$ cat config.mk
export PLATFORM = sky130hd
export DESIGN_NAME = top_k_unique_key_table
export DESIGN_NICKNAME = d
export VERILOG_FILES = /design/src/hw/rtl/tkukt_pkg.sv /design/src/hw/rtl/tkukt_ctrl.sv /design/src/hw/rtl/tkukt_dp.sv /design/src/hw/rtl/top_k_unique_key_table.sv
export SDC_FILE = /design/constraint.sdc
export NUM_CORES = 2
export LEC_CHECK = 0
export BUFFER_PORTS_ARGS = -buffer_cell sky130_fd_sc_hd__buf_4
export CAP_MARGIN = 15
export CORE_MARGIN = 5
export CORE_UTILIZATION = 38
export DETAILED_ROUTE_END_ITERATION = 6
export PLACE_DENSITY_LB_ADDON = 0.12
export SLEW_MARGIN = 20
export SYNTH_ARGS = -nofsm -noshare
export SYNTH_HDL_FRONTEND = slang
export SYNTH_HIERARCHICAL = 1
export SYNTH_SLANG_ARGS = --single-unit
$ cat constraint.sdc
create_clock -name clk -period 12 [get_ports clk]
set_input_delay 1.2 -clock clk [delete_from_list [all_inputs] [get_ports clk]]
set_output_delay 1.2 -clock clk [all_outputs]
set_load 0.01 [all_outputs]
$ cat src/hw/rtl/tkukt_pkg.sv
// ----------------------------------------------------------------------------
// tkukt_pkg
// Shared types and constants for the top-k unique key score table.
// ----------------------------------------------------------------------------
package tkukt_pkg;

  localparam int TABLE_DEPTH = 10;
  localparam int KEY_WIDTH   = 32;
  localparam int SCORE_WIDTH = 32;
  localparam int RANK_WIDTH  = 4;
  localparam int IDX_WIDTH   = $clog2(TABLE_DEPTH);

  // command codes
  localparam logic CMD_OFFER = 1'b0;
  localparam logic CMD_READ  = 1'b1;

  // result status codes
  localparam logic [2:0] STAT_INSERTED = 3'd0;
  localparam logic [2:0] STAT_IMPROVED = 3'd1;
  localparam logic [2:0] STAT_IGNORED  = 3'd2;
  localparam logic [2:0] STAT_DROPPED  = 3'd3;
  localparam logic [2:0] STAT_READ     = 3'd4;

  typedef struct packed {
    logic                          command;
    logic [KEY_WIDTH-1:0]          player_key;
    logic signed [SCORE_WIDTH-1:0] score;
    logic [RANK_WIDTH-1:0]         rank_query;
  } in_req_t;

  typedef struct packed {
    logic [2:0]                    status;
    logic [RANK_WIDTH-1:0]         rank;
    logic                          entry_valid;
    logic [KEY_WIDTH-1:0]          entry_key;
    logic signed [SCORE_WIDTH-1:0] entry_score;
  } out_rsp_t;

  typedef enum logic [2:0] {
    ST_IDLE,
    ST_MATCH,
    ST_REMOVE,
    ST_SEARCH,
    ST_INSERT,
    ST_READ,
    ST_DONE
  } tkukt_state_t;

  // controller -> datapath
  typedef struct packed {
    logic load_req;
    logic match;
    logic remove;
    logic search;
    logic insert;
    logic read;
    logic load_out;
  } tkukt_cmd_t;

  // datapath -> controller
  typedef struct packed {
    logic found;
    logic better;
  } tkukt_stat_t;

endpackage

$ cat src/hw/rtl/tkukt_ctrl.sv
// ----------------------------------------------------------------------------
// tkukt_ctrl
// Sequencer for the score table: steps each request through match, remove,
// search and insert (or read), and owns both handshakes.
// ----------------------------------------------------------------------------
module tkukt_ctrl
  import tkukt_pkg::*;
(
  input  logic        clk,
  input  logic        rst_n,
  input  logic        in_valid,
  input  logic        in_command,
  output logic        in_stall,
  output logic        out_valid,
  input  logic        out_stall,
  output tkukt_cmd_t  cmd,
  input  tkukt_stat_t stat
);

  tkukt_state_t state_r, state_nxt;
  logic         out_valid_r, out_valid_nxt;

  always_ff @(posedge clk) begin
    if (!rst_n) begin
      state_r     <= ST_IDLE;
      out_valid_r <= 1'b0;
    end else begin
      state_r     <= state_nxt;
      out_valid_r <= out_valid_nxt;
    end
  end

  always_comb begin
    state_nxt = state_r;
    cmd       = '0;
    in_stall  = 1'b1;
    case (state_r)
      ST_IDLE: begin
        in_stall = 1'b0;
        if (in_valid) begin
          cmd.load_req = 1'b1;
          state_nxt    = (in_command == CMD_READ) ? ST_READ : ST_MATCH;
        end
      end
      ST_MATCH: begin
        cmd.match = 1'b1;
        state_nxt = ST_REMOVE;
      end
      ST_REMOVE: begin
        cmd.remove = 1'b1;
        state_nxt  = (stat.found && !stat.better) ? ST_DONE : ST_SEARCH;
      end
      ST_SEARCH: begin
        cmd.search = 1'b1;
        state_nxt  = ST_INSERT;
      end
      ST_INSERT: begin
        cmd.insert = 1'b1;
        state_nxt  = ST_DONE;
      end
      ST_READ: begin
        cmd.read  = 1'b1;
        state_nxt = ST_DONE;
      end
      ST_DONE: begin
        if (!out_valid_r || !out_stall) begin
          cmd.load_out = 1'b1;
          state_nxt    = ST_IDLE;
        end
      end
      default: state_nxt = ST_IDLE;
    endcase
  end

  always_comb begin
    out_valid_nxt = out_valid_r;
    if (out_valid_r && !out_stall) out_valid_nxt = 1'b0;
    if (cmd.load_out) out_valid_nxt = 1'b1;
  end

  assign out_valid = out_valid_r;

  // a result only appears after the finishing step
  a_out_from_done: assert property (@(posedge clk) disable iff (!rst_n)
    $rose(out_valid_r) |-> $past(state_r == ST_DONE))
    else $error("result appeared outside of the finishing step");

  // an accepted request always starts work
  a_accept_starts: assert property (@(posedge clk) disable iff (!rst_n)
    (in_valid && !in_stall) |=> (state_r == ST_MATCH || state_r == ST_READ))
    else $error("accepted request did not start");

endmodule

$ cat src/hw/rtl/tkukt_dp.sv
// ----------------------------------------------------------------------------
// tkukt_dp
// Datapath of the score table: slot registers, key match, removal shift,
// insert position search, insertion shift, read mux and output register.
// ----------------------------------------------------------------------------
module tkukt_dp
  import tkukt_pkg::*;
(
  input  logic        clk,
  input  logic        rst_n,
  input  in_req_t     in_req,
  input  tkukt_cmd_t  cmd,
  output tkukt_stat_t stat,
  output out_rsp_t    out_rsp
);

  in_req_t                       req_r;
  logic signed [SCORE_WIDTH-1:0] slot_score_r [TABLE_DEPTH];
  logic signed [SCORE_WIDTH-1:0] slot_score_nxt [TABLE_DEPTH];
  logic [KEY_WIDTH-1:0]          slot_key_r [TABLE_DEPTH];
  logic [KEY_WIDTH-1:0]          slot_key_nxt [TABLE_DEPTH];
  logic [TABLE_DEPTH-1:0]        slot_valid_r, slot_valid_nxt;

  logic                 found_r, better_r, fit_r;
  logic [IDX_WIDTH-1:0] idx_r, pos_r;
  out_rsp_t             res_r, res_nxt;
  out_rsp_t             out_rsp_r;

  logic                   match_found;
  logic [IDX_WIDTH-1:0]   match_idx;
  logic                   match_better;
  logic [TABLE_DEPTH-1:0] lower;
  logic [IDX_WIDTH-1:0]   lower_idx;
  logic                   rd_in_range;
  logic [IDX_WIDTH-1:0]   rd_idx;

  // key match: keys are unique, lowest slot wins anyway
  always_comb begin
    match_found = 1'b0;
    match_idx   = '0;
    for (int j = TABLE_DEPTH - 1; j >= 0; j--) begin
      if (slot_valid_r[j] && slot_key_r[j] == req_r.player_key) begin
        match_found = 1'b1;
        match_idx   = IDX_WIDTH'(j);
      end
    end
  end

  assign match_better = req_r.score > slot_score_r[match_idx];

  // first slot that is empty or strictly lower
  always_comb begin
    lower_idx = '0;
    for (int j = 0; j < TABLE_DEPTH; j++) begin
      lower[j] = !slot_valid_r[j] || (req_r.score > slot_score_r[j]);
    end
    for (int j = TABLE_DEPTH - 1; j >= 0; j--) begin
      if (lower[j]) lower_idx = IDX_WIDTH'(j);
    end
  end

  assign rd_in_range = int'(req_r.rank_query) < TABLE_DEPTH;
  assign rd_idx      = rd_in_range ? req_r.rank_query[IDX_WIDTH-1:0] : '0;

  always_comb begin
    slot_score_nxt = slot_score_r;
    slot_key_nxt   = slot_key_r;
    slot_valid_nxt = slot_valid_r;
    res_nxt        = res_r;

    if (cmd.remove && found_r) begin
      if (better_r) begin
        // close up below the old entry, empty the last slot
        for (int j = 0; j < TABLE_DEPTH - 1; j++) begin
          if (j >= int'(idx_r)) begin
            slot_score_nxt[j] = slot_score_r[j+1];
            slot_key_nxt[j]   = slot_key_r[j+1];
            slot_valid_nxt[j] = slot_valid_r[j+1];
          end
        end
        slot_score_nxt[TABLE_DEPTH-1] = '0;
        slot_valid_nxt[TABLE_DEPTH-1] = 1'b0;
      end else begin
        res_nxt        = '0;
        res_nxt.status = STAT_IGNORED;
        res_nxt.rank   = RANK_WIDTH'(TABLE_DEPTH);
      end
    end

    if (cmd.insert) begin
      res_nxt = '0;
      if (fit_r) begin
        for (int j = 1; j < TABLE_DEPTH; j++) begin
          if (j > int'(pos_r)) begin
            slot_score_nxt[j] = slot_score_r[j-1];
            slot_key_nxt[j]   = slot_key_r[j-1];
            slot_valid_nxt[j] = slot_valid_r[j-1];
          end
        end
        slot_score_nxt[pos_r] = req_r.score;
        slot_key_nxt[pos_r]   = req_r.player_key;
        slot_valid_nxt[pos_r] = 1'b1;
        res_nxt.status        = (found_r && better_r) ? STAT_IMPROVED : STAT_INSERTED;
        res_nxt.rank          = RANK_WIDTH'(pos_r);
      end else begin
        res_nxt.status = STAT_DROPPED;
        res_nxt.rank   = RANK_WIDTH'(TABLE_DEPTH);
      end
    end

    if (cmd.read) begin
      res_nxt        = '0;
      res_nxt.status = STAT_READ;
      res_nxt.rank   = RANK_WIDTH'(TABLE_DEPTH);
      if (rd_in_range && slot_valid_r[rd_idx]) begin
        res_nxt.entry_valid = 1'b1;
        res_nxt.entry_key   = slot_key_r[rd_idx];
        res_nxt.entry_score = slot_score_r[rd_idx];
      end
    end
  end

  always_ff @(posedge clk) begin
    if (!rst_n) begin
      slot_valid_r <= '0;
      for (int j = 0; j < TABLE_DEPTH; j++) slot_score_r[j] <= '0;
    end else begin
      slot_valid_r <= slot_valid_nxt;
      slot_score_r <= slot_score_nxt;
    end
  end

  always_ff @(posedge clk) begin
    slot_key_r <= slot_key_nxt;
    res_r      <= res_nxt;
    if (cmd.load_req) req_r <= in_req;
    if (cmd.match) begin
      found_r  <= match_found;
      better_r <= match_better;
      idx_r    <= match_idx;
    end
    if (cmd.search) begin
      fit_r <= |lower;
      pos_r <= lower_idx;
    end
    if (cmd.load_out) out_rsp_r <= res_r;
  end

  assign stat.found  = found_r;
  assign stat.better = better_r;
  assign out_rsp     = out_rsp_r;

  logic [TABLE_DEPTH-1:0] valid_inc;
  assign valid_inc = slot_valid_r + TABLE_DEPTH'(1);

  // occupied slots always form a prefix of the table
  a_valid_prefix: assert property (@(posedge clk) disable iff (!rst_n)
    (slot_valid_r & valid_inc) == '0)
    else $error("occupied slots are not contiguous");

  // an insert that fits leaves its slot occupied
  a_insert_fills: assert property (@(posedge clk) disable iff (!rst_n)
    (cmd.insert && fit_r) |=> slot_valid_r[$past(pos_r)])
    else $error("inserted slot is empty");

endmodule

$ cat src/hw/rtl/top_k_unique_key_table.sv
// ----------------------------------------------------------------------------
// top_k_unique_key_table
// Descending top-k score table with at most one entry per player key.
// ----------------------------------------------------------------------------
// One request is worked at a time by a small sequencer over a register-based
// table of TABLE_DEPTH slots. An offer walks accept, key match, old-entry
// removal, insert position search, insertion and result load; an offer that
// does not beat its own stored score skips the search and insertion, and a
// read walks accept, read and result load, each step one sequencer state.
// in_stall is low only while the sequencer is idle; the result sits in an
// output register, so the block stays idle and ready for the next request
// while a finished result waits behind out_stall, and only stalls in its last
// step if the previous result has still not been taken. Read of a rank at or
// beyond TABLE_DEPTH returns an empty entry. Reset empties the table.
// ----------------------------------------------------------------------------
module top_k_unique_key_table
  import tkukt_pkg::*;
(
  input  logic     clk,
  input  logic     rst_n,
  // request channel
  input  logic     in_valid,
  output logic     in_stall,
  input  in_req_t  in_req,
  // result channel
  output logic     out_valid,
  input  logic     out_stall,
  output out_rsp_t out_rsp
);

  tkukt_cmd_t  cmd;
  tkukt_stat_t stat;

  // sequencer and handshakes
  tkukt_ctrl u_ctrl (
    .clk        (clk),
    .rst_n      (rst_n),
    .in_valid   (in_valid),
    .in_command (in_req.command),
    .in_stall   (in_stall),
    .out_valid  (out_valid),
    .out_stall  (out_stall),
    .cmd        (cmd),
    .stat       (stat)
  );

  // slot table, compare and shift logic, output register
  tkukt_dp u_dp (
    .clk     (clk),
    .rst_n   (rst_n),
    .in_req  (in_req),
    .cmd     (cmd),
    .stat    (stat),
    .out_rsp (out_rsp)
  );

endmodule
Word-level counts from Yosys, hierarchy flattened. Cells that the tools add are included. W data, S select, Z words.

Bitwise gates (word level): 4. Equality and inequality tests: 20. $lt $le $gt $ge: 37. Reductions and logical operators: 55. Muxes and demuxes: 182.

Operator list (number): $mux W32 (79); $mux W320 (6); $bwmux W320 (2); $mux W288 (2); $bmux W32 S4 (3); $gt A32 B32 Y1 (11); $eq A32 B32 Y1 (10); $mux W72 (3); $mux W65 (2); $demux W32 S4 (1); $mux W1 (53); $mux W4 (13); $mux W10 (4); $mux W3 (8); $pmux W3 S6 (1); $logic_and A1 B1 Y1 (17); $ge A3 B4 Y1 const A (4); $gt A3 B4 Y1 const A (4); $ge A5 B5 Y1 const B (3); $not A4 Y5 (3); $logic_not A1 Y1 (13); $logic_or A1 B1 Y1 (11); $lt A4 B5 Y1 const B (2); $or A10 B10 Y10 (1); other kinds (28) (42).

Output and inout bits: 74. Flip-flop bits (word level): 877. Input port bits: 73.

Logic depth before layout (Yosys ltp).
Depth in word-level cells: 17. Mapped depth: 25.

Cells and area by module. The synthesis kept the hierarchy.

Modules (own cells, without submodules): tkukt_dp (area each 58548.7 µm², seq. area each 19959.1 µm², times used 1, cells each 6818); tkukt_ctrl (area each 282.8 µm², seq. area each 80.1 µm², times used 1, cells each 35).

Worst setup path before layout. OpenSTA, ideal clock, no wires.

Path type: register -> register. Start point: reg u_dp/req_r[63] in the netlist's numbering. End point: reg u_dp.better_r (data pin). Slack: 7.379 ns. Setup time: 0.146 ns. Period minus slack after synthesis: 4.621 ns. Data arrival time: 4.475 ns. Cell stages (with the launch flop): 25. Data required time: 11.854 ns. Cell sequence: edfxtp_1 > buf_6 > xor2_1 > nor4b_1 > nand4_1 > or4_1 > a211oi_2 > o21a_1 > buf_2 > buf_2 > nand2_1 > a21oi_1 > o21ba_1 > nor3_1 > ha_1 > nor2b_1 > o21a_1 > o21a_1 > o21a_1 > o21a_1 > o211ai_1 > a21oi_1 > nor3_1 > o32ai_1 > a21oi_1.

Word-level cells in the longest chain between the ends: 17. Elaborated cells on any way between the ends: 35. Those cells by class: order compare: 1; eq/ne: 10; mux: 13; bitwise: 1; reduce/logical: 10.

Ends and longest elaborated chain: start, declared (RTL line tkukt_dp.sv:17) `in_req_t req_r;`; start signal, assigned (RTL line tkukt_dp.sv:136) `if (cmd.load_req) req_r <= in_req;`; $eq A32 B32 Y1 (RTL line tkukt_dp.sv:42) `if (slot_valid_r[j] && slot_key_r[j] == req_r.player_key) begin`; $logic_and A1 B1 Y1 (RTL line tkukt_dp.sv:42); $mux W4 (9 in a row) (RTL line tkukt_dp.sv:42); $mux W4 (*) (RTL line tkukt_dp.sv:42); $not A4 Y5 (implied by the code) (*) (RTL line tkukt_dp.sv:49) `assign match_better = req_r.score > slot_score_r[match_idx];`; $bmux W32 S4 (*) (RTL line tkukt_dp.sv:49); $mux W32 (implied by the code) (*) (2 in a row) (RTL line tkukt_dp.sv:49); $gt A32 B32 Y1 (*) (RTL line tkukt_dp.sv:49); via u_dp.match_better (RTL line tkukt_dp.sv:31) `logic match_better;`; end signal, assigned (RTL line tkukt_dp.sv:139) `better_r <= match_better;`; end, declared (RTL line tkukt_dp.sv:24) `logic found_r, better_r, fit_r;`.

Mark *: on every way through the listed nets, which the timed path passes. The rest lies on a longest branch. The select of a mux whose other input is x is not followed. A chain may end at the register's enable or synchronous reset.

Worst setup path in the final report.
Start point: reg u_dp/req_r[66] in the netlist's numbering. End point: reg u_dp.better_r (data pin).

The elaborated chain is that of the path after synthesis.

==> results.tsv <==
metric	value	unit
max_cap viols	0	
post-synth top area cell	dfxtp_1	
CP top delay family	simple AND/OR/NAND/NOR gates	
Yosys top cell area share	0.214	
hold crit path type	register to register	
Fillers	15300	
area occupied by multi-input gates	35400	um2
IO Port Bufs	146	
die area	163000	um2
Total Wirelength	325000	um
CTS root buffer	clkbuf_16	
Worst-Margin Slew	1260	ps
fmax	131	MHz
Most used DFF post-synth	dfxtp_1	
worst path cell trace	xor2_1 > nor4_1 > nand3_1 > nor4_2 > nand2b_1 > nand3_1 > o311a_1 > a22oi_1 > ha_1 > nand4_1 > nor4_1 > nand2_1 > a21oi_1 > nor3_1 > o32ai_1 > a21oi_1	
PostCTS Resize Cnt	0	
Synth Net Count	7278	
die height	403	um
WL per Instance	36.8	um
EDFF count, synth	248	
Crit Path Category	register to register	
CTS tree	yes	
Reg clk slew, reported paths	60	ps
worst path buffer plus inverter count	0	
RSZ-0062 raised after global routing	false	
gr usage total	0.382	
initial core utilization	0.382	
TNS Setup	0	ps
I/O Pins	147	
Chip Width	403	um
drc violations	2	
detailed-route via count	60240	
Reg area	20000	um2
final worst path period need	7650	ps
H-Tree Depth	3	
register bit count reported by yosys	877	
WP data required	12470	ps
Layout area overhead	10.9	%
CP Capture Type	register	
Synth Warn #	6	
largest net degree at the start of global routing	129	
Final Max Slew Viols	0	
core area	154000	um2
crit-path max cell delay	1080	ps
status	complete, but fails checks	
gp weighted congestion	1.05	
Hold-fix buffers, CTS	0	
failing checks	DRC	
initial antenna violation count	17	
Mapped Cells	6853	
Async S/R FF share, synth	0	
detailed placement HPWL	220000	um
syn_area_per_cell	8.58	um2
top post-synthesis cells by area	dfxtp_1, edfxtp_1, ha_1	
setup bufs post-CTS	0	
Fin Clk Skew	57.4	ps
commonest non-fill, non-tap cell in the layout	nand2_1	
first-pass GRT wire length	448000	um
Layout Nets	7095	
Final Hold Vio Count	0	
final worst path period share	0.637	
commonest cells after routing, fill and taps aside	nand2_1, dfxtp_1, ha_1	
CTS buffer count	107	
worst skew pair latency	760	ps
Static Leak	22.3	nW
worst-path fanout max	20	
Worst Setup Start Kind	register	
row count	144	
worst rel slew slack	0.152	
Setup-failing EPs final	0	
GRT Residual Overflow	0	
CP max-delay cell	edfxtp_1	
Max Root-Sink Buffers	3	
total iterations of the first detailed-routing run	6	
CTS Sinks	877	
register area share after synthesis	0.341	
PD cells	195	nW/um2
peak supply drop	0.000123	V
vias in the first global route	55550	
CP arrival	8120	ps
Layout Utilization	0.423	
layout cells sized above 1	0.105	
DRT iter0 DRCs	8910	
vias per cell	6.83	
Synth Cell Area	58800	um2
post-synthesis cell type count	77	
Final ANT Viol Nets	0	
==> Yosys cell counts, types with 9 or more instances <==
| cell type | count |
|---|---|
| a211oi_1 | 201 |
| a21o_1 | 99 |
| a21oi_1 | 319 |
| a221oi_1 | 82 |
| a222oi_1 | 42 |
| a22o_1 | 39 |
| a22oi_1 | 78 |
| a311oi_1 | 54 |
| a31oi_1 | 225 |
| a32oi_1 | 33 |
| and2_1 | 12 |
| and3_1 | 53 |
| buf_1 | 69 |
| buf_2 | 41 |
| buf_4 | 23 |
| buf_6 | 16 |
| clkbuf_1 | 470 |
| dfxtp_1 | 629 |
| edfxtp_1 | 248 |
| ha_1 | 352 |
| inv_1 | 332 |
| mux2i_1 | 207 |
| mux4_2 | 129 |
| nand2_1 | 1064 |
| nand2b_1 | 22 |
| nand3_1 | 129 |
| nand4_1 | 135 |
| nand4b_1 | 12 |
| nor2_1 | 258 |
| nor2b_1 | 93 |
| nor3_1 | 117 |
| nor4_1 | 122 |
| nor4b_1 | 10 |
| o211a_1 | 34 |
| o211ai_1 | 11 |
| o21a_1 | 20 |
| o21ai_0 | 186 |
| o21ba_1 | 11 |
| o221ai_1 | 78 |
| o22ai_1 | 351 |
| o311a_1 | 13 |
| or3_1 | 12 |
| or4_1 | 9 |
| xnor2_1 | 48 |
| xor2_1 | 272 |
==> final timing paths <==
kind                                      from                         end  slack (ps)  cells past startpoint
setup / recovery      u_dp/req_r[66]$_DFFE_PP_     u_dp/better_r$_DFFE_PP_        4350                     16
hold reg to reg   u_dp/res_r[43]$_SDFFCE_PN0P_  u_dp/out_rsp[43]$_DFFE_PP_         370                      0
hold / removal    u_dp/res_r[43]$_SDFFCE_PN0P_  u_dp/out_rsp[43]$_DFFE_PP_         370                      0
setup reg to reg      u_dp/req_r[66]$_DFFE_PP_     u_dp/better_r$_DFFE_PP_        4350                     16
==> area by class of cell <==
type / count / share of cell area
inverters: 334 / 0.0194
clock buffers: 147 / 0.0449
flip-flops and latches: 877 / 0.307
multi-input cells: 5022 / 0.542
well taps: 2044 / 0.0392
clock inverters: 55 / 0.00742
repair buffers: 328 / 0.0393
diodes: 10 / 0.000384
==> cells by family after synthesis <==
logic type	after synthesis	share of synthesized area
buffers and inverters	954	0.0653
AND/OR/NAND/NOR	2085	0.163
multiplexers	338	0.0850
AO/OA/AOI/OAI	1927	0.224
adder cells (fa/ha/maj)	352	0.0749
XOR/XNOR	320	0.0476
flip-flops	877	0.341
==> state kept, by name, indices dropped and copies added (netlist names), named ones only <==
name	cells
u_dp/found_r	1
u_dp/out_rsp	72
u_dp/res_r	72
u_dp/pos_r	4
u_dp/fit_r	1
u_ctrl/out_valid	1
u_dp/slot_valid_r	10
u_dp/req_r	68
u_dp/idx_r	4
u_dp/better_r	1
u_dp/slot_key_r	288
u_dp/slot_score_r	320
u_ctrl/state_r	3
==> worst register-to-register path, cell delays in order, from the launching register on <==
cell      delay [ps]
edfxtp_1        1080
xor2_1           460
nor4_1           410
nand3_1          310
nor4_2           510
nand2b_1         290
nand3_1          890
o311a_1          670
a22oi_1          190
ha_1             390
nand4_1          470
nor4_1           880
nand2_1          250
a21oi_1          240
nor3_1           100
o32ai_1          160
a21oi_1           70
==> layer usage <==
layer	global-route usage	up-vias	share of wire
met1	0.531	29911	0.42
met2	0.551	4234	0.41
met4	0.161	8	0.049
met5	0	-	0.00018
met3	0.110	812	0.12
li1	-	25275	-
==> power by group <==
group / total [mW] / internal [mW] / switching, mW
Combinational: 4.38 / 1.53 / 2.85
Sequential: 5.04 / 3.77 / 1.26
Clock: 3.29 / 1.85 / 1.43
Total: 12.7 / 7.16 / 5.55
==> stage by stage <==
| step | setup slack (ps) | cells | hold WS, ps | instance area, um2 | total power [mW] |
|---|---|---|---|---|---|
| floorplan | 7380 | 6853 | 400 | 58800 | 7.05 |
| global placement | 4630 | 8598 | 401 | 61700 | 9.20 |
| detailed placement | 4700 | 8601 | 405 | 61700 | 9.22 |
| CTS | 4670 | 8803 | 378 | 65100 | 12.5 |
| global route | 4210 | 8807 | 412 | 65200 | 13.1 |
| finish | 4350 | 8817 | 370 | 65200 | 12.7 |
Note: power is estimated with default switching activity, not from simulation.
